[config.mk]
export PLATFORM = sky130hd
export DESIGN_NAME = tvw_ram
export DESIGN_NICKNAME = d
export VERILOG_FILES = /design/src/rtl/core/tvw_ram.sv
export SDC_FILE = /design/constraint.sdc
export NUM_CORES = 1
export LEC_CHECK = 0
export BUFFER_PORTS_ARGS = -buffer_cell sky130_fd_sc_hd__buf_4
export CORE_MARGIN = 4
export CORE_UTILIZATION = 48
export DETAILED_ROUTE_END_ITERATION = 7
export PLACE_DENSITY = 0.74
export SETUP_SLACK_MARGIN = 0.1
export SLEW_MARGIN = 40
export SYNTH_ARGS = -nofsm -noshare
export SYNTH_HDL_FRONTEND = slang
export SYNTH_SLANG_ARGS = --single-unit
[constraint.sdc]
create_clock -name i_clk -period 2.2 [get_ports i_clk]
set_input_delay 0.55 -clock i_clk [delete_from_list [all_inputs] [get_ports i_clk]]
set_output_delay 0.55 -clock i_clk [all_outputs]
set_load 0.01 [all_outputs]
[src/rtl/core/tvw_ram.sv]
module tvw_ram #(
    parameter int WIDTH = 8,
    parameter int DEPTH = 16
) (
    input  logic                                       i_clk,
    input  logic                                       i_we,
    input  logic [((DEPTH > 1) ? $clog2(DEPTH) : 1)-1:0] i_waddr,
    input  logic [WIDTH-1:0]                           i_wdata,
    input  logic [((DEPTH > 1) ? $clog2(DEPTH) : 1)-1:0] i_raddr,
    output logic [WIDTH-1:0]                           o_rdata
);

    logic [WIDTH-1:0] r_mem [DEPTH];
    logic [WIDTH-1:0] r_rdata;

    always_ff @(posedge i_clk) begin
        if (i_we) begin
            r_mem[i_waddr] <= i_wdata;
        end
        r_rdata <= r_mem[i_raddr];
    end

    assign o_rdata = r_rdata;

endmodule

==> Yosys cells after proc, flatten, opt, wreduce, memory -nomap -nowiden <==
Memory sizes are Yosys's and may differ from the RTL's. A register that Yosys moved wholly into a read port is not among the register bits.
Cells that the tools add are included.
{ "totals": {"register_bits": 0, "latch_bits": 0, "ramBits": 128, "romBits": 0, "elab_cells": 3, "n_memories": 1} }
{ "op_classes": {"n_addsub": 0, "n_mul": 0, "n_div": 0, "n_lt_le_gt_ge": 0, "eq_ne": 0, "n_shift": 0, "muxes": 2, "n_bitwise": 0, "reduce_logical": 0} }
{ "mem_list": {"columns": ["name", "words", "word_bits", "rd", "rd_clocked_by_memory_dff", "write_ports", "line", "text"], "rows": [
  ["r_mem", 16, 8, 1, 1, 1, "13", "logic [WIDTH-1:0] r_mem [DEPTH];"]
]} }
{ "ops": {"columns": ["operator", "count"], "rows": [
  ["$mux 1", 2]
]} }

==> Logic depth before layout (Yosys ltp) <==
Gate-level depths: netlist of run 1.
{ "logic_depth": {"ltp_word": 2, "depth_mapped": 5, "depth_no_buf": 3} }

==> Least setup slack after synthesis of run 1 <==
No wires, ideal clock.
{ "synth_timing": {"path_type": "input port to flip-flop", "startpoint": "input i_waddr[2] (netlist bit)", "endpoint": "memory r_mem[0][0], enable pin", "setup_time_ps": 383, "arrival_ps": 1660, "required_time_ps": 1817, "slack_ps": 157, "cell_stages": 2, "path_cell_list": "or3b_2 nor3_1"} }
{ "synth_lines": {"columns": ["element", "line", "text"], "rows": [
  ["start: declaration", "7", "input logic [((DEPTH > 1) ? $clog2(DEPTH) : 1)-1:0] i_waddr,"],
  ["end: declaration", "13", null]
]} }
No word-level cell before the write port.

==> Worst setup path after layout of run 1 <==
{ "layout_timing": {"startpoint": "register r_rdata[4] (netlist: o_rdata[4]) (read register of r_mem)", "endpoint": "output o_rdata[4]"} }
{ "layout_lines": {"columns": ["element", "line", "text"], "rows": [
  ["start: declaration", "14", "logic [WIDTH-1:0] r_rdata;"],
  ["end: declaration", "10", "output logic [WIDTH-1:0] o_rdata"]
]} }
No word-level cell between the ends.

==> summary.txt, run 1 <==
Synth
  – Mean Syn Cell Area: 22.48 µm²
  – Main flop type after synthesis: edfxtp_1
  – Asr flop ratio synth: 0
  – Synth unique cells: 19
  – Synth Warn #: 0
  – Sequential share of the synthesized area: 0.7778
  – EDFF count, synth: 128
  – Net count after synthesis: 247
  – Syn Inst Count: 229
  – FF+latch count, synth: 136
  – Mapped Area: 5147 µm²

Cells and area
  – Antenna Cells: 0
  – Commonest non-fill, non-tap cell in the layout: edfxtp_1
  – Final net count: 303
  – Fill count: 744
  – Most frequent cells in the layout: edfxtp_1, buf_4, mux4_2
  – Fraction of layout cells with a size suffix above 1: 0.3255
  – Layout area overhead: 19.37%

Die
  – Die span in y: 111.6 µm
  – Row cnt: 37
  – Starting Density: 0.4964
  – Core ar.: 10370 µm²
  – I/O Pins: 26
  – Die area: 12440 µm²
  – Die Width: 111.6 µm

Timing
  – Least-Margin Pin Slew: 0.4186 ns
  – Final period utilization: 0.7238
  – Slew Limit Fails: 0
  – Final Hold Fails: 0
  – Slew headroom: 0.7209
  – Setup TNS: 0 ns
  – Setup-failing EPs final: 0
  – Final Skew: 0.01020 ns
  – Hold WS: 0.3337 ns
  – Crit path time final: 1.592 ns
  – Unrepaired setup endpoints after global routing: no
  – Fmax: 628.0 MHz

Placement
  – Port Buffers: 25
  – Final Wtd Congestion: 0.7359
  – Post-DP HPWL: 6124 µm

Setup path
  – CP startpoint kind: flip-flop
  – Crit Path Class: reg2out
  – Critical path peak fanout: 1
  – Crit path from: o_rdata[4]
  – Slowest cell delay on critical path: 0.39 ns
  – Arrival time at the worst endpoint: 1.04 ns
  – R2R setup slack: 0.82 ns
  – Worst EP required: 1.65 ns
  – Reg2reg start: r_mem[10][1]
  – CP top delay family: flip-flops
  – Buf/Inv on CP: 1
  – Cell Chain, Critical Path: buf_4
  – Worst Setup End Kind: output pin
  – CP max-delay cell: dfxtp_1

Pwr
  – Max VDD drop: 506.2 µV
  – Leak: 2.100 nW
  – Cell-internal power: 4.469 mW
  – Seq pwr share: 0.504
  – Sw Pwr: 1.316 mW
  – Combinational share of power: 0.049
  – Clk pwr share: 0.447
  – Switch share: 0.2275
  – Pwr Density: 941.6 nW/µm²

CTS
  – H-tree levels: 4
  – Clock slew at reported path FFs: 0.07 ns
  – Hold_buf cts: 0
  – Post-CTS setup buffers: 0
  – Clk_lat worst skew: 0.51 ns
  – Cells resized by post-CTS repair: 0
  – CTS tree: done
  – Clock sink total: 136
  – CTS Buffer Depth: 2
  – CTS buffer count: 17
  – Root Buffer: clkbuf_8

Global routing
  – Vias in the first global route: 2603
  – Initial antenna violation count: 0
  – GRT Residual Overflow: 0
  – Largest net degree at the start of global routing: 19
  – First-pass GRT wire length: 15090 µm
  – GRT Resource Usage Total: 0.1658

Detailed routing
  – DRT antenna net count: 0
  – Via count: 2442
  – Initial DRC Count: 235
  – Number of remaining DRC errors: 0
  – First-pass iteration count of the detailed router: 4
  – Final WL: 9535 µm
  – Avg WL per Cell: 21.97 µm
  – Detail-routed via count per cell: 5.627

Flow run
  – Max Cap Violations: 0

Hold path
  – Hold crit path type: in2reg
  – Hold path startpoint: i_wdata[5]

Run status
  – Status: finished clean
==> metrics by stage <==
step	power, mW	area (µm²)	util	cells	setup slack (ns)
after floorplan	3.118	5147	-	229	0.1571
after global placement	3.250	5597	0.5397	402	0.1953
after detailed placement	3.260	5597	0.5397	402	0.1858
after CTS	5.835	6145	0.5925	434	0.5898
after global routing	5.970	6145	0.5925	434	0.5589
final	5.786	6145	0.5925	434	0.6076
==> Yosys cell counts (2+ instances only) <==
library cell	instances	share of area
buf_6	3	0.0066
nor2_1	13	0.0095
nand2b_1	2	0.0024
clkdlybuf4s25_2	3	0.0058
nand3b_1	2	0.0029
dfxtp_1	8	0.031
edfxtp_1	128	0.75
nand2_1	9	0.0066
nor3_1	4	0.0039
mux4_1	14	0.071
a22oi_1	16	0.023
buf_2	3	0.0029
mux4_2	18	0.079
==> power groups by stage <==
| stage | combinational (mW) | sequential [mW] | clock, mW |
|---|---|---|---|
| after floorplan | 0.147 | 2.97 | 0 |
| after global placement | 0.281 | 2.97 | 0 |
| after detailed placement | 0.287 | 2.97 | 0 |
| after CTS | 0.289 | 2.92 | 2.63 |
| after global routing | 0.311 | 2.92 | 2.74 |
| final | 0.283 | 2.92 | 2.59 |
==> worst paths after layout <==
kind | to | depth (start not counted)
worst max-delay path | o_rdata[4] | 1
worst max register to register | o_rdata[1] | 3
worst min register to register | o_rdata[5] | 3
worst min-delay path | r_mem[9][5] | 1
==> kinds of logic (layout without fill, tap and decap cells) <==
kind of cell,after synthesis,count (layout),share of synthesized area
AOI/OAI and AO/OA,16,16,0.02334
and+or+nand+nor,35,35,0.03184
muxes,32,32,0.1502
DFF,136,136,0.7778
buffers and inverters,10,79,0.01677
==> area by class of cell <==
| cell class | instances | area, µm² | share of cell area |
|---|---|---|---|
| Multi-Input combinational cell | 83 | 1057 | 0.1721 |
| Sequential cell | 136 | 4004 | 0.6516 |
| Timing Repair Buffer | 47 | 365.4 | 0.05946 |
| Tap cell | 136 | 170.2 | 0.02769 |
| Clock buffer | 18 | 417.9 | 0.06801 |
| Clock inverter | 14 | 130.1 | 0.02118 |
==> state kept, by name, summed over array words and instances, names as in the netlist <==
signal and cells:
r_mem 128, o_rdata 8
==> metal layers <==
| layer | vias to the layer above | part of all wire | GRT usage |
|---|---|---|---|
| met1 | 1260 | 0.41 | 0.2220 |
| met4 | 0 | 0.013 | 0.05434 |
| li1 | 1090 | - | - |
| met2 | 82 | 0.51 | 0.2593 |
| met3 | 10 | 0.073 | 0.05598 |
| met5 | - | 0 | 0 |
(Power assumes the default switching activity.)
==> run 2: changes to the inputs <==
Settings changed: PLACE_DENSITY 0.74 to 0.76.
Clock period 2.2 ns to 1.4 ns, I/O delays scaled along.
==> run 2 against run 1 <==
Clock power is 71% higher; critical path depth did not move; utilization increased by 3.2 points; sequential share of layout area decreased by 3.2 points; power is 66% higher.
==> summary.txt, run 2 (synthesized netlist as in run 1, its figures left out) <==
Pwr
  – Seq pwr share: 0.481 (-0.023)
  – Leak: 2.159 nW (+2.8%)
  – Max VDD drop: 747.4 µV (+48%)
  – Combinational share of power: 0.056 (+0.007)
  – Pwr Density: 1478 nW/µm² (+57%)
  – Cell-internal power: 7.703 mW (+72%)
  – Overall Power: 9.576 mW (+66%)
  – Sw Pwr: 1.872 mW (+42%)
  – Clk pwr share: 0.463 (+0.016)
  – Switch share: 0.1955 (-0.03197)

Die
  – Core ar.: 10370 µm² (unchanged)
  – Die area: 12440 µm² (unchanged)
  – Starting Density: 0.4964 (unchanged)
  – I/O Pins: 26 (unchanged)
  – Row cnt: 37 (unchanged)
  – Die span in y: 111.6 µm (unchanged)
  – Die Width: 111.6 µm (unchanged)

Timing
  – Final Hold Fails: 0 (unchanged)
  – Crit path time final: 1.329 ns
  – Unrepaired setup endpoints after global routing: yes
  – Slew headroom: 0.3897 (-0.3313)
  – Fmax: 752.3 MHz
  – Final period utilization: 0.9495
  – Final Skew: 0.006423 ns (-0.003776 ns)
  – Least-Margin Pin Slew: 0.9136 ns (+0.4950 ns)
  – Setup-failing EPs final: 0 (unchanged)
  – Slew Limit Fails: 0 (unchanged)

Detailed routing
  – DRT antenna net count: 0 (unchanged)
  – Via count: 2453 (+0.45%)
  – Detail-routed via count per cell: 5.588 (-0.69%)
  – Initial DRC Count: 205 (-13%)
  – Final WL: 9847 µm (+3.3%)
  – Number of remaining DRC errors: 0 (unchanged)
  – First-pass iteration count of the detailed router: 4 (unchanged)
  – Avg WL per Cell: 22.43 µm (+2.1%)

CTS
  – Hold_buf cts: 0 (unchanged)
  – CTS tree: done
  – CTS buffer count: 17 (unchanged)
  – Clk_lat worst skew: 0.51 ns (about the same)
  – Clock sink total: 136 (unchanged)
  – Root Buffer: clkbuf_8
  – CTS Buffer Depth: 2 (unchanged)
  – Clock slew at reported path FFs: 0.06 ns (about the same)
  – Post-CTS setup buffers: 0 (unchanged)
  – H-tree levels: 4 (unchanged)

Placement
  – Post-DP HPWL: 6134 µm (+0.15%)
  – Final Wtd Congestion: 0.7351 (-0.11%)
  – Placed Area: 5812 µm² (+3.8%)
  – Port Buffers: 25 (unchanged)

Global routing
  – Largest net degree at the start of global routing: 18 (-1)
  – GRT Residual Overflow: 0 (unchanged)
  – First-pass GRT wire length: 15500 µm (+2.7%)
  – GRT Resource Usage Total: 0.1707 (+0.004879)
  – Vias in the first global route: 2686 (+3.2%)
  – Initial antenna violation count: 0 (unchanged)

Setup path
  – R2R cell count: 3 (unchanged)
  – Crit Path Class: reg2out
  – Worst Setup End Kind: output pin
  – Reg2reg start: r_mem[3][1]
  – Crit path depth: 1 (unchanged)
  – Reg2reg end: o_rdata[1]
  – Worst EP required: 1.05 ns (-0.60 ns)
  – Cell Chain, Critical Path: buf_6
  – Arrival time at the worst endpoint: 0.98 ns (-0.06 ns)
  – Slowest cell delay on critical path: 0.36 ns (-0.03 ns)
  – CP top delay family: flip-flops
  – CP max-delay cell: dfxtp_4
  – R2R setup slack: 0.11 ns (-0.71 ns)
  – Critical path peak fanout: 1 (unchanged)
  – CP startpoint kind: flip-flop
  – Buf/Inv on CP: 1 (unchanged)

Cells and area
  – Layout area overhead: 25.89%
  – Commonest non-fill, non-tap cell in the layout: edfxtp_1
  – Fraction of layout cells with a size suffix above 1: 0.4686 (+0.1431)
  – Final net count: 308 (+1.7%)
  – Largest Register: r_mem
  – Antenna Cells: 0 (unchanged)
  – Final instance area: 6480 µm² (+5.5%)
  – Most frequent cells in the layout: edfxtp_1, mux4_2, buf_4
  – Largest register FFs: 128 (unchanged)

Hold path
  – Worst hold endpoint: r_mem[0][4]
  – Hold Path Stages: 1 (unchanged)
  – Hold crit path type: in2reg
  – Hold path startpoint: i_wdata[4]

Flow run
  – Max Cap Violations: 0 (unchanged)

Run status
  – Status: finished clean
[run 2: cell count changes in the layout (fill, tap and decap cells not counted), moves of 6 or more]
cell / delta
mux4_1: -14
buf_4: -16
nor2_2: +9
dfxtp_2: +7
inv_6: -6
dfxtp_1: -8
buf_6: +8
buf_12: +13
a22oi_1: -6
a22oi_2: +6
mux4_2: +14
nor2_1: -9
[run 2: final cells by class]
cell class | instances | area, µm²
flip-flops and latches | 136 | 4016
fillers | 685 | 3890
multi-input cells | 83 | 1099
repair buffers | 52 | 595.6
clock buffers | 18 | 417.9
clock inverters | 14 | 181.4
well taps | 136 | 170.2
[run 2: timing repair]
action	CTS	global route
setup endpoints to repair	12	12
pin swaps	1	0
resized for setup	21	3
endpoints found under the hold margin	0	0
[run 2: power groups by stage]
stage	Clock [mW]	Sequential [mW]	Combinational [mW]
final	4.43	4.60	0.540
after global routing	4.68	4.61	0.580
after CTS	4.49	4.60	0.546
after detailed placement	0	4.67	0.514
after global placement	0	4.67	0.502
after floorplan	0	4.67	0.261
[run 2: per-layer routing]
layer  GRT usage  wire, µm  part of all wire  up-vias
met5           0         0                 0        -
met3     0.03207       536             0.054       14
met1      0.2184      3822              0.39     1266
met2      0.2815      5232              0.53       94
met4     0.08678       257             0.026        0
li1            -         -                 -     1079
[run 2: worst max path at each step]
stage / startpoint / endpoint / slack, ns
floorplan: i_waddr[2] / r_mem[0][0] / -0.05
global placement: i_raddr[0] / o_rdata[7] / -0.27
detailed placement: i_raddr[0] / o_rdata[5] / -0.27
CTS: o_rdata[6] / o_rdata[6] / 0.05
global route: o_rdata[6] / o_rdata[6] / 0.04
finish: o_rdata[6] / o_rdata[6] / 0.07
[run 2: through the flow]
step | setup WS (ns) | std cells | util | TNS [ns] | hold WS (ns)
global placement | -0.2679 | 407 | 0.5604 | -10.22 | 0.6475
global route | 0.04261 | 439 | 0.6249 | 0 | 0.1415
CTS | 0.04639 | 439 | 0.6238 | 0 | 0.1286
floorplan | -0.05301 | 229 | - | -0.4999 | 0.4489
finish | 0.07076 | 439 | 0.6249 | 0 | 0.1489
detailed placement | -0.2720 | 407 | 0.5604 | -11.68 | 0.6576
