### src/rtl/core/tvw_pkg.sv
package tvw_pkg;

    // geometry and stack sizing
    localparam int STACK_DEPTH = 16;
    localparam int FRAC_BITS   = 8;
    localparam int STACK_AW    = (STACK_DEPTH > 1) ? $clog2(STACK_DEPTH) : 1;
    localparam int CNT_W       = $clog2(STACK_DEPTH + 1);

    // field widths
    localparam int ACT_W     = 3;
    localparam int DIST_W    = 24;
    localparam int HEAD_W    = 16;
    localparam int POS_W     = 32;
    localparam int LW_W      = 8;
    localparam int FLT_W     = 2;
    localparam int IN_DATA_W = DIST_W + HEAD_W;
    localparam int RES_W     = 8 * POS_W;
    localparam int OUT_USER_W = FLT_W + 1;

    // trig and step arithmetic
    localparam int TRIG_W     = 20;
    localparam int TRIG_FRAC  = 16;
    localparam int Z_W        = 18;
    localparam int PROD_W     = DIST_W + TRIG_W;
    localparam int STEP_W     = PROD_W - TRIG_FRAC;
    localparam int SUM_W      = POS_W + 2;
    localparam int ROUND_HALF = 1 << (TRIG_FRAC - 1);

    localparam int CORDIC_STEPS = 16;
    localparam int CORDIC_GAIN  = 39797;
    localparam int STEP_IW      = $clog2(CORDIC_STEPS);
    localparam int ITER_N       = CORDIC_STEPS / 2;
    localparam int ITER_W       = $clog2(ITER_N);
    localparam int QUARTER_TURN = 16384;
    localparam int HALF_TURN    = 32768;
    localparam int HOME_HEADING = QUARTER_TURN;

    localparam logic signed [SUM_W-1:0] POS_MAX_S = (SUM_W'(1) <<< (POS_W - 1)) - SUM_W'(1);
    localparam logic signed [SUM_W-1:0] POS_MIN_S = -(SUM_W'(1) <<< (POS_W - 1));

    typedef enum logic [ACT_W-1:0] {
        ACT_MOVE     = 3'd0,
        ACT_LEFT     = 3'd1,
        ACT_RIGHT    = 3'd2,
        ACT_SAVE     = 3'd3,
        ACT_RESTORE  = 3'd4,
        ACT_PEN_DOWN = 3'd5,
        ACT_PEN_UP   = 3'd6,
        ACT_HOME     = 3'd7
    } t_action;

    typedef enum logic [FLT_W-1:0] {
        FLT_NONE  = 2'd0,
        FLT_FULL  = 2'd1,
        FLT_EMPTY = 2'd2
    } t_fault;

    typedef enum logic {
        ST_IDLE,
        ST_EXEC
    } t_eng_state;

    typedef struct packed {
        t_action                   action;
        logic signed [DIST_W-1:0]  distance;
        logic signed [HEAD_W-1:0]  turn_angle;
    } t_cmd;

    typedef struct packed {
        logic        [HEAD_W-1:0] heading;
        logic signed [POS_W-1:0]  y;
        logic signed [POS_W-1:0]  x;
    } t_pose;

    typedef struct packed {
        logic signed [POS_W-1:0] max_y;
        logic signed [POS_W-1:0] max_x;
        logic signed [POS_W-1:0] min_y;
        logic signed [POS_W-1:0] min_x;
    } t_box;

    // packed so that start_x lands in the lowest bits of tdata
    typedef struct packed {
        t_box                    box;
        logic signed [POS_W-1:0] end_y;
        logic signed [POS_W-1:0] end_x;
        logic signed [POS_W-1:0] start_y;
        logic signed [POS_W-1:0] start_x;
    } t_result;

    typedef struct packed {
        logic                     done;
        logic signed [TRIG_W-1:0] cos_v;
        logic signed [TRIG_W-1:0] sin_v;
    } t_trig;

endpackage

### src/rtl/core/tvw_cordic.sv
module tvw_cordic (
    input  logic                        i_clk,
    input  logic                        i_rst_n,
    input  logic                        i_start,
    input  logic [tvw_pkg::HEAD_W-1:0]  i_heading,
    output tvw_pkg::t_trig              o_trig
);

    logic                               r_busy;
    logic                               r_done;
    logic [tvw_pkg::ITER_W-1:0]         r_iter;
    logic signed [tvw_pkg::TRIG_W-1:0]  r_x;
    logic signed [tvw_pkg::TRIG_W-1:0]  r_y;
    logic signed [tvw_pkg::Z_W-1:0]     r_z;

    logic signed [tvw_pkg::Z_W-1:0]     z_in;
    logic signed [tvw_pkg::Z_W-1:0]     z_fold;
    logic signed [tvw_pkg::TRIG_W-1:0]  x_fold;
    logic [tvw_pkg::STEP_IW-1:0]        idx0;
    logic [tvw_pkg::STEP_IW-1:0]        idx1;
    logic signed [tvw_pkg::TRIG_W-1:0]  x1, y1, x2, y2;
    logic signed [tvw_pkg::Z_W-1:0]     z1, z2;

    // arctan(2^-i) in binary angle units
    function automatic logic signed [tvw_pkg::Z_W-1:0] atan_unit(
        input logic [tvw_pkg::STEP_IW-1:0] idx
    );
        logic signed [tvw_pkg::Z_W-1:0] v;
        unique case (idx)
            4'd0:    v = tvw_pkg::Z_W'(8192);
            4'd1:    v = tvw_pkg::Z_W'(4836);
            4'd2:    v = tvw_pkg::Z_W'(2555);
            4'd3:    v = tvw_pkg::Z_W'(1297);
            4'd4:    v = tvw_pkg::Z_W'(651);
            4'd5:    v = tvw_pkg::Z_W'(326);
            4'd6:    v = tvw_pkg::Z_W'(163);
            4'd7:    v = tvw_pkg::Z_W'(81);
            4'd8:    v = tvw_pkg::Z_W'(41);
            4'd9:    v = tvw_pkg::Z_W'(20);
            4'd10:   v = tvw_pkg::Z_W'(10);
            4'd11:   v = tvw_pkg::Z_W'(5);
            4'd12:   v = tvw_pkg::Z_W'(3);
            4'd13:   v = tvw_pkg::Z_W'(1);
            4'd14:   v = tvw_pkg::Z_W'(1);
            default: v = '0;
        endcase
        return v;
    endfunction

    // fold the heading into the right half plane, flipping the start vector
    always_comb begin
        z_in = tvw_pkg::Z_W'($signed(i_heading));
        if (z_in > tvw_pkg::Z_W'(tvw_pkg::QUARTER_TURN)) begin
            z_fold = z_in - tvw_pkg::Z_W'(tvw_pkg::HALF_TURN);
            x_fold = -tvw_pkg::TRIG_W'(tvw_pkg::CORDIC_GAIN);
        end else if (z_in < -tvw_pkg::Z_W'(tvw_pkg::QUARTER_TURN)) begin
            z_fold = z_in + tvw_pkg::Z_W'(tvw_pkg::HALF_TURN);
            x_fold = -tvw_pkg::TRIG_W'(tvw_pkg::CORDIC_GAIN);
        end else begin
            z_fold = z_in;
            x_fold = tvw_pkg::TRIG_W'(tvw_pkg::CORDIC_GAIN);
        end
    end

    // two micro-rotations per cycle
    always_comb begin
        idx0 = {r_iter, 1'b0};
        idx1 = {r_iter, 1'b1};
        if (r_z >= 0) begin
            x1 = r_x - (r_y >>> idx0);
            y1 = r_y + (r_x >>> idx0);
            z1 = r_z - atan_unit(idx0);
        end else begin
            x1 = r_x + (r_y >>> idx0);
            y1 = r_y - (r_x >>> idx0);
            z1 = r_z + atan_unit(idx0);
        end
        if (z1 >= 0) begin
            x2 = x1 - (y1 >>> idx1);
            y2 = y1 + (x1 >>> idx1);
            z2 = z1 - atan_unit(idx1);
        end else begin
            x2 = x1 + (y1 >>> idx1);
            y2 = y1 - (x1 >>> idx1);
            z2 = z1 + atan_unit(idx1);
        end
    end

    always_ff @(posedge i_clk) begin
        if (!i_rst_n) begin
            r_busy <= 1'b0;
            r_done <= 1'b0;
            r_iter <= '0;
        end else begin
            r_done <= 1'b0;
            if (i_start) begin
                r_busy <= 1'b1;
                r_iter <= '0;
            end else if (r_busy) begin
                r_iter <= r_iter + tvw_pkg::ITER_W'(1);
                if (r_iter == tvw_pkg::ITER_W'(tvw_pkg::ITER_N - 1)) begin
                    r_busy <= 1'b0;
                    r_done <= 1'b1;
                end
            end
        end
    end

    always_ff @(posedge i_clk) begin
        if (i_start) begin
            r_x <= x_fold;
            r_y <= '0;
            r_z <= z_fold;
        end else if (r_busy) begin
            r_x <= x2;
            r_y <= y2;
            r_z <= z2;
        end
    end

    assign o_trig.done  = r_done;
    assign o_trig.cos_v = r_x;
    assign o_trig.sin_v = r_y;

endmodule

### config.mk
export PLATFORM = sky130hd
export DESIGN_NAME = tvw_cordic
export DESIGN_NICKNAME = d
export VERILOG_FILES = /design/src/rtl/core/tvw_pkg.sv /design/src/rtl/core/tvw_cordic.sv
export SDC_FILE = /design/constraint.sdc
export NUM_CORES = 1
export LEC_CHECK = 0
export BUFFER_PORTS_ARGS = -buffer_cell sky130_fd_sc_hd__buf_4
export CAP_MARGIN = 5
export CELL_PAD_IN_SITES_DETAIL_PLACEMENT = 1
export CELL_PAD_IN_SITES_GLOBAL_PLACEMENT = 1
export CORE_UTILIZATION = 52
export CTS_CLUSTER_SIZE = 10
export DETAILED_ROUTE_END_ITERATION = 10
export HOLD_SLACK_MARGIN = 0.03
export PLACE_DENSITY = 0.87
export SETUP_SLACK_MARGIN = 0.15
export SLEW_MARGIN = 5
export SYNTH_ARGS = -nofsm -noshare
export SYNTH_HDL_FRONTEND = slang
export SYNTH_SLANG_ARGS = --single-unit
### constraint.sdc
create_clock -name i_clk -period 22.2 [get_ports i_clk]
set_clock_uncertainty 0.05 [all_clocks]
set_input_delay 4.44 -clock i_clk [delete_from_list [all_inputs] [get_ports i_clk]]
set_output_delay 4.44 -clock i_clk [all_outputs]
set_load 0.02 [all_outputs]
* Yosys cells after proc, flatten, opt, wreduce, memory -nomap -nowiden
Index checks and enable logic that the tools add are counted.
** Word-level totals
- Bits in registers :: 63
- Latch bits :: 0
- Bits in writable memories :: 0
- Memory bits (read-only) :: 0
- Input bits :: 19
- Output and inout bits :: 41
- Word-level logic and storage cells :: 66
- Memories kept :: 0
** Operators by class
- Add/sub/neg operators :: 15
- Multipliers :: 0
- Div/mod/pow operators :: 0
- $lt $le $gt $ge :: 4
- Equal/unequal tests :: 7
- Shift-type cells :: 4
- Multiplexer cells :: 24
- Bitwise operators :: 2
- Reduce and logical (&&, ||, !) cells :: 4
** Operator list (number)
- $mux 18 :: 10
- $mux 20 :: 8
- $pmux 18 s8 :: 1
- $pmux 13 s7 :: 1
- $add 20x20->20 :: 4
- $sshr 20x4->20 :: 4
- $sub 20x20->20 :: 4
- $add 18x18->18 :: 2
- $ge 18x1->1 const B :: 2
- $sub 18x18->18 :: 2
- $add 16x17->18 const B :: 1
- $sub 16x17->18 const B :: 1
- $gt 16x16->1 const B :: 1
- $lt 16x15->1 const B :: 1
- $eq 3x3->1 const B :: 4
- $eq 3x2->1 const B :: 2
- $mux 1 :: 4
- $add 3x1->3 const B :: 1
- $eq 3x1->1 const B :: 1
- $logic_not 3->1 :: 1
- $reduce_or 3->1 :: 1
- $not 1->1 :: 2
- $reduce_bool 2->1 :: 1
- $reduce_or 2->1 :: 1

* Longest topological paths before layout
- Depth after elaboration :: 11
- Depth in mapped cells :: 46
- Gate-level depth less buffers :: 40

* Worst setup path after synthesis
OpenSTA, ideal clock, no wires.
- Path kind :: flip-flop to flip-flop
- Start :: register r_iter[1] in the netlist's numbering
- End :: register r_x[19] in the netlist's numbering, data pin
- Library setup time :: 0.257 ns
- Data arrival time :: 9.389 ns
- Data required time :: 21.893 ns
- Slack :: 12.504 ns
- Cell stages (with the launch flop) :: 44
- Path buffers :: 9
- Period minus slack after synthesis :: 9.696 ns
- Cells stage by stage :: dfxtp_1 -> buf_6 -> buf_6 -> buf_4 -> buf_4 -> clkbuf_1 -> clkbuf_1 -> buf_1 -> clkbuf_1 -> mux4_2 -> nand2_1 -> a21boi_0 -> ha_1 -> inv_1 -> or2_2 -> o21ai_0 -> xor2_1 -> ha_1 -> [8 not listed] -> o32ai_1 -> nor3b_2 -> nand2_1 -> a211o_1 -> mux2_2 -> o22ai_1 -> ha_1 -> and3_1 -> a21oi_1 -> o21ai_0 -> o221a_2 -> a41oi_1 -> nand2_1 -> a31oi_1 -> xnor2_1 -> nand2_1 -> or3_1 -> o2111a_1
** Between the ends
- Word-level cells in the longest chain between the ends :: 9
- Elaborated cells on any way between the ends :: 29
- Classes of those cells :: 8 x add/sub; 1 x order compare; 7 x eq/ne; 3 x shift; 9 x mux; 1 x reduce/logical
** Ends and longest elaborated chain
- start: declaration :: RTL line tvw_cordic.sv:11 : logic [tvw_pkg::ITER_W-1:0] r_iter;
- start signal: assignment :: RTL line tvw_cordic.sv:100 : r_iter <= r_iter + tvw_pkg::ITER_W'(1);
- parallel branches: the longest is 6 deep, another holds $sub 20x20->20
- $mux 20 * :: RTL line tvw_cordic.sv:78 : if (z1 >= 0) begin
- $mux 20 * :: RTL line tvw_cordic.sv:114 : end else if (r_busy) begin
- $mux 20 * :: RTL line tvw_cordic.sv:110 : if (i_start) begin
- end signal: assignment :: RTL line tvw_cordic.sv:111 : r_x <= x_fold;
- end: declaration :: RTL line tvw_cordic.sv:12 : logic signed [tvw_pkg::TRIG_W-1:0] r_x;
Every way passes the cells marked *. The select of a mux whose other input is x is not followed.
A chain may end at the register's enable or synchronous reset.

* Worst setup path in the final report
Ends and elaborated chain as after synthesis.

==> results.yml <==
layout:
  area_delta_synth_final_pct: 6.08
  fin_util_pct: 56.9
  drive_above_1_share_pct: 11.0
  fillers: 3258
  nNetsFinal: 1965
placement:
  gp_congestion: 1.01
  portBuffers: 59
  hpwl_um: 44900
setup_path:
  criticalPathCategory: "flop to flop"
  critical_path.max_stage_delay_ns: 0.78
  cp-startpoint: "r_iter[1]"
  worstPathMaxFanout: 59
  crit_slowest_cell: "o41ai_1"
  cp_data_arrival_time_ns: 10.83
  crit_family: "compound AO/OA/AOI/OAI gates"
  critPathCaptureType: "flop"
  crit_buf_inv: 2
  cp-start-kind: "flop"
  crit_path_frequent_cell: "nand2_1"
  r2r-start: "r_iter[1]"
  cp.required_ns: 22.26
floorplanning:
  fp.dieH_um: 164
  chipWidth_um: 164
  io-pin-count: 60
  core_mm2: 0.0254
  rows: 58
  initial_core_util_pct: 53.6
  die_area_mm2: 0.0268
global_routing:
  track_usage_pct: 42.8
  antenna_found_initial: 1
  gr-total-overflow: 0
  grt_pass1_vias: 15098
  grt_pass1_wl_um: 87200
  grt_max_degree: 64
timing:
  slew_violations: 0
  rsz0062_at_grt: "false"
  fmax_mhz: 92.9
  hold_violations: 0
  finalSetupTns_ns: 0
  worstMarginPinSlew_ns: 1.32
  slew_headroom_pct: 11.9
  period_minus_slack_ns: 10.77
  period_share_pct: 48.5
  setup_violations: 0
routing:
  dr.pass1.iters: 6
  initialDrtViolationCount: 1553
  wire_per_inst_um: 26.7
  ant_nets: 0
  via_count: 14955
  drt-vias-per-instance: 6.96
  drt-total-wl_um: 57400
  drc: 0
yosys:
  synth_top_area_share_pct: 11.8
  syn_nets: 1980
  ys_top_cells_by_area: "ha_1, edfxtp_1, nor2_1"
  synthCells: 1827
  synth_most_common_cell: "nor2_1"
  synth_edf_count: 38
  syn-cell-area_mm2: 0.0136
  ys_async_sr_fraction_pct: 0
  synth-main-ff-cell: "edfxtp_1"
  synth_cell_types: 101
  synth_common_cells: "nor2_1, nand2_1, o21ai_0, a21oi_1, ha_1"
  ys_seq_area_share_pct: 12.1
  synth_area_per_cell_um2: 7.45
  synth-seq-cells: 63
  yosys_warnings: 0
  yosysTopAreaCell: "ha_1"
clocking:
  path_clk_slew_ns: 0.07
  cts_tree: "done"
  insertion_delay_ns: 0.37
  cts.htree.levels: 3
  cts_setup_buffers: 0
  clock_path_buffers: 2
  numCtsBuffers: 9
  root_buffer: "clkbuf_16"
  cts_hold_buf: 0
  cts_sinks: 63
  cts_resized: 0
status:
  outcome: "completed"
worst_hold_path:
  min_from: "r_y[1]"
  hp-class: "flop to flop"
run:
  max_cap_viol_count: 0
[sequential cells by signal, indices dropped and copies added (netlist names)]
register  cells
r_iter        3
r_y          20
r_done        1
r_busy        1
r_z          18
r_x          20
[cell families (layout without fill, tap and decap cells)]
group                    count (synthesis)  after routing  synth area share [%]
buffers and inverters                  191            181                  5.94
AO/OA/AOI/OAI                          577            577                  28.1
adder cells (fa/ha/maj)                134            134                  12.6
XOR/XNOR                               130            130                  8.36
multiplexers                           104            104                  10.9
flip-flops                              63             63                  12.1
other                                    0              1                     0
AND/OR/NAND/NOR                        628            628                  22.0
[layer usage]
layer  up-vias  routed length [um]  GRT usage [%]
met5         -                   0              0
met4         0                3090           22.6
met3       185                4600           8.03
met2       744               26600           70.6
met1      7318               23100           52.7
li1       6708                   -              -
[cell usage in the layout, fill, tap and decap left out, types with 10 or more instances in the layout]
master,n
ha_1,128
a211o_1,12
o22ai_1,12
mux2_2,27
mux4_2,31
a21oi_1,135
o21ai_0,146
dfxtp_1,22
a211oi_1,23
nor4_1,10
nor3_1,45
buf_4,73
o21a_1,29
nand2_1,162
o211ai_1,11
a21boi_0,15
a21o_1,33
or3_1,11
nor2_1,214
o31ai_1,26
and2_1,20
nor2b_1,17
or2_2,12
and3_1,18
o41ai_1,10
nand2b_1,32
inv_1,89
edfxtp_1,38
xor2_1,46
a31oi_1,19
nand3_1,44
mux2i_1,43
xnor2_1,84
[layout make-up]
cell class,count,area [um2],share of cell area [%]
diodes,1,2.50,0.0173
multi-input cells,1573,11200,77.4
clock inverters,6,68.8,0.477
flip-flops and latches,63,1650,11.4
well taps,330,413,2.86
clock buffers,10,229,1.59
repair buffers,73,548,3.79
inverters,92,348,2.41
[worst reg2reg max path: cells and delay by family, from the launching register on]
kind,cells,cell delay (ns)
flops,1,0.65
mux,3,1.00
buf+inv,2,1.10
compound gates,14,4.32
xor+xnor,2,0.30
fa+ha+maj,2,0.74
simple gates,13,2.38
[through the flow]
step / hold slack [ns] / instances / instance area (um2) / setup slack (ns)
after global placement: 0.517 / 2131 / 14100 / 12.05
after floorplan: 0.536 / 1827 / 13600 / 12.50
after CTS: 0.535 / 2147 / 14400 / 11.72
after detailed placement: 0.524 / 2131 / 14100 / 11.76
after global routing: 0.563 / 2147 / 14400 / 10.87
final: 0.554 / 2148 / 14400 / 11.43
[worst paths after layout]
kind / endpoint / slack (ns) / cells past startpoint
hold reg to reg: r_y[1] / 0.55 / 2
setup reg to reg: r_x[19] / 11.43 / 36
setup / recovery: r_x[19] / 11.43 / 36
hold / removal: r_y[1] / 0.55 / 2
Power is left out: the tool's default activity adds up to more than one toggle a clock period on the data nets, which glitch-free logic cannot reach.
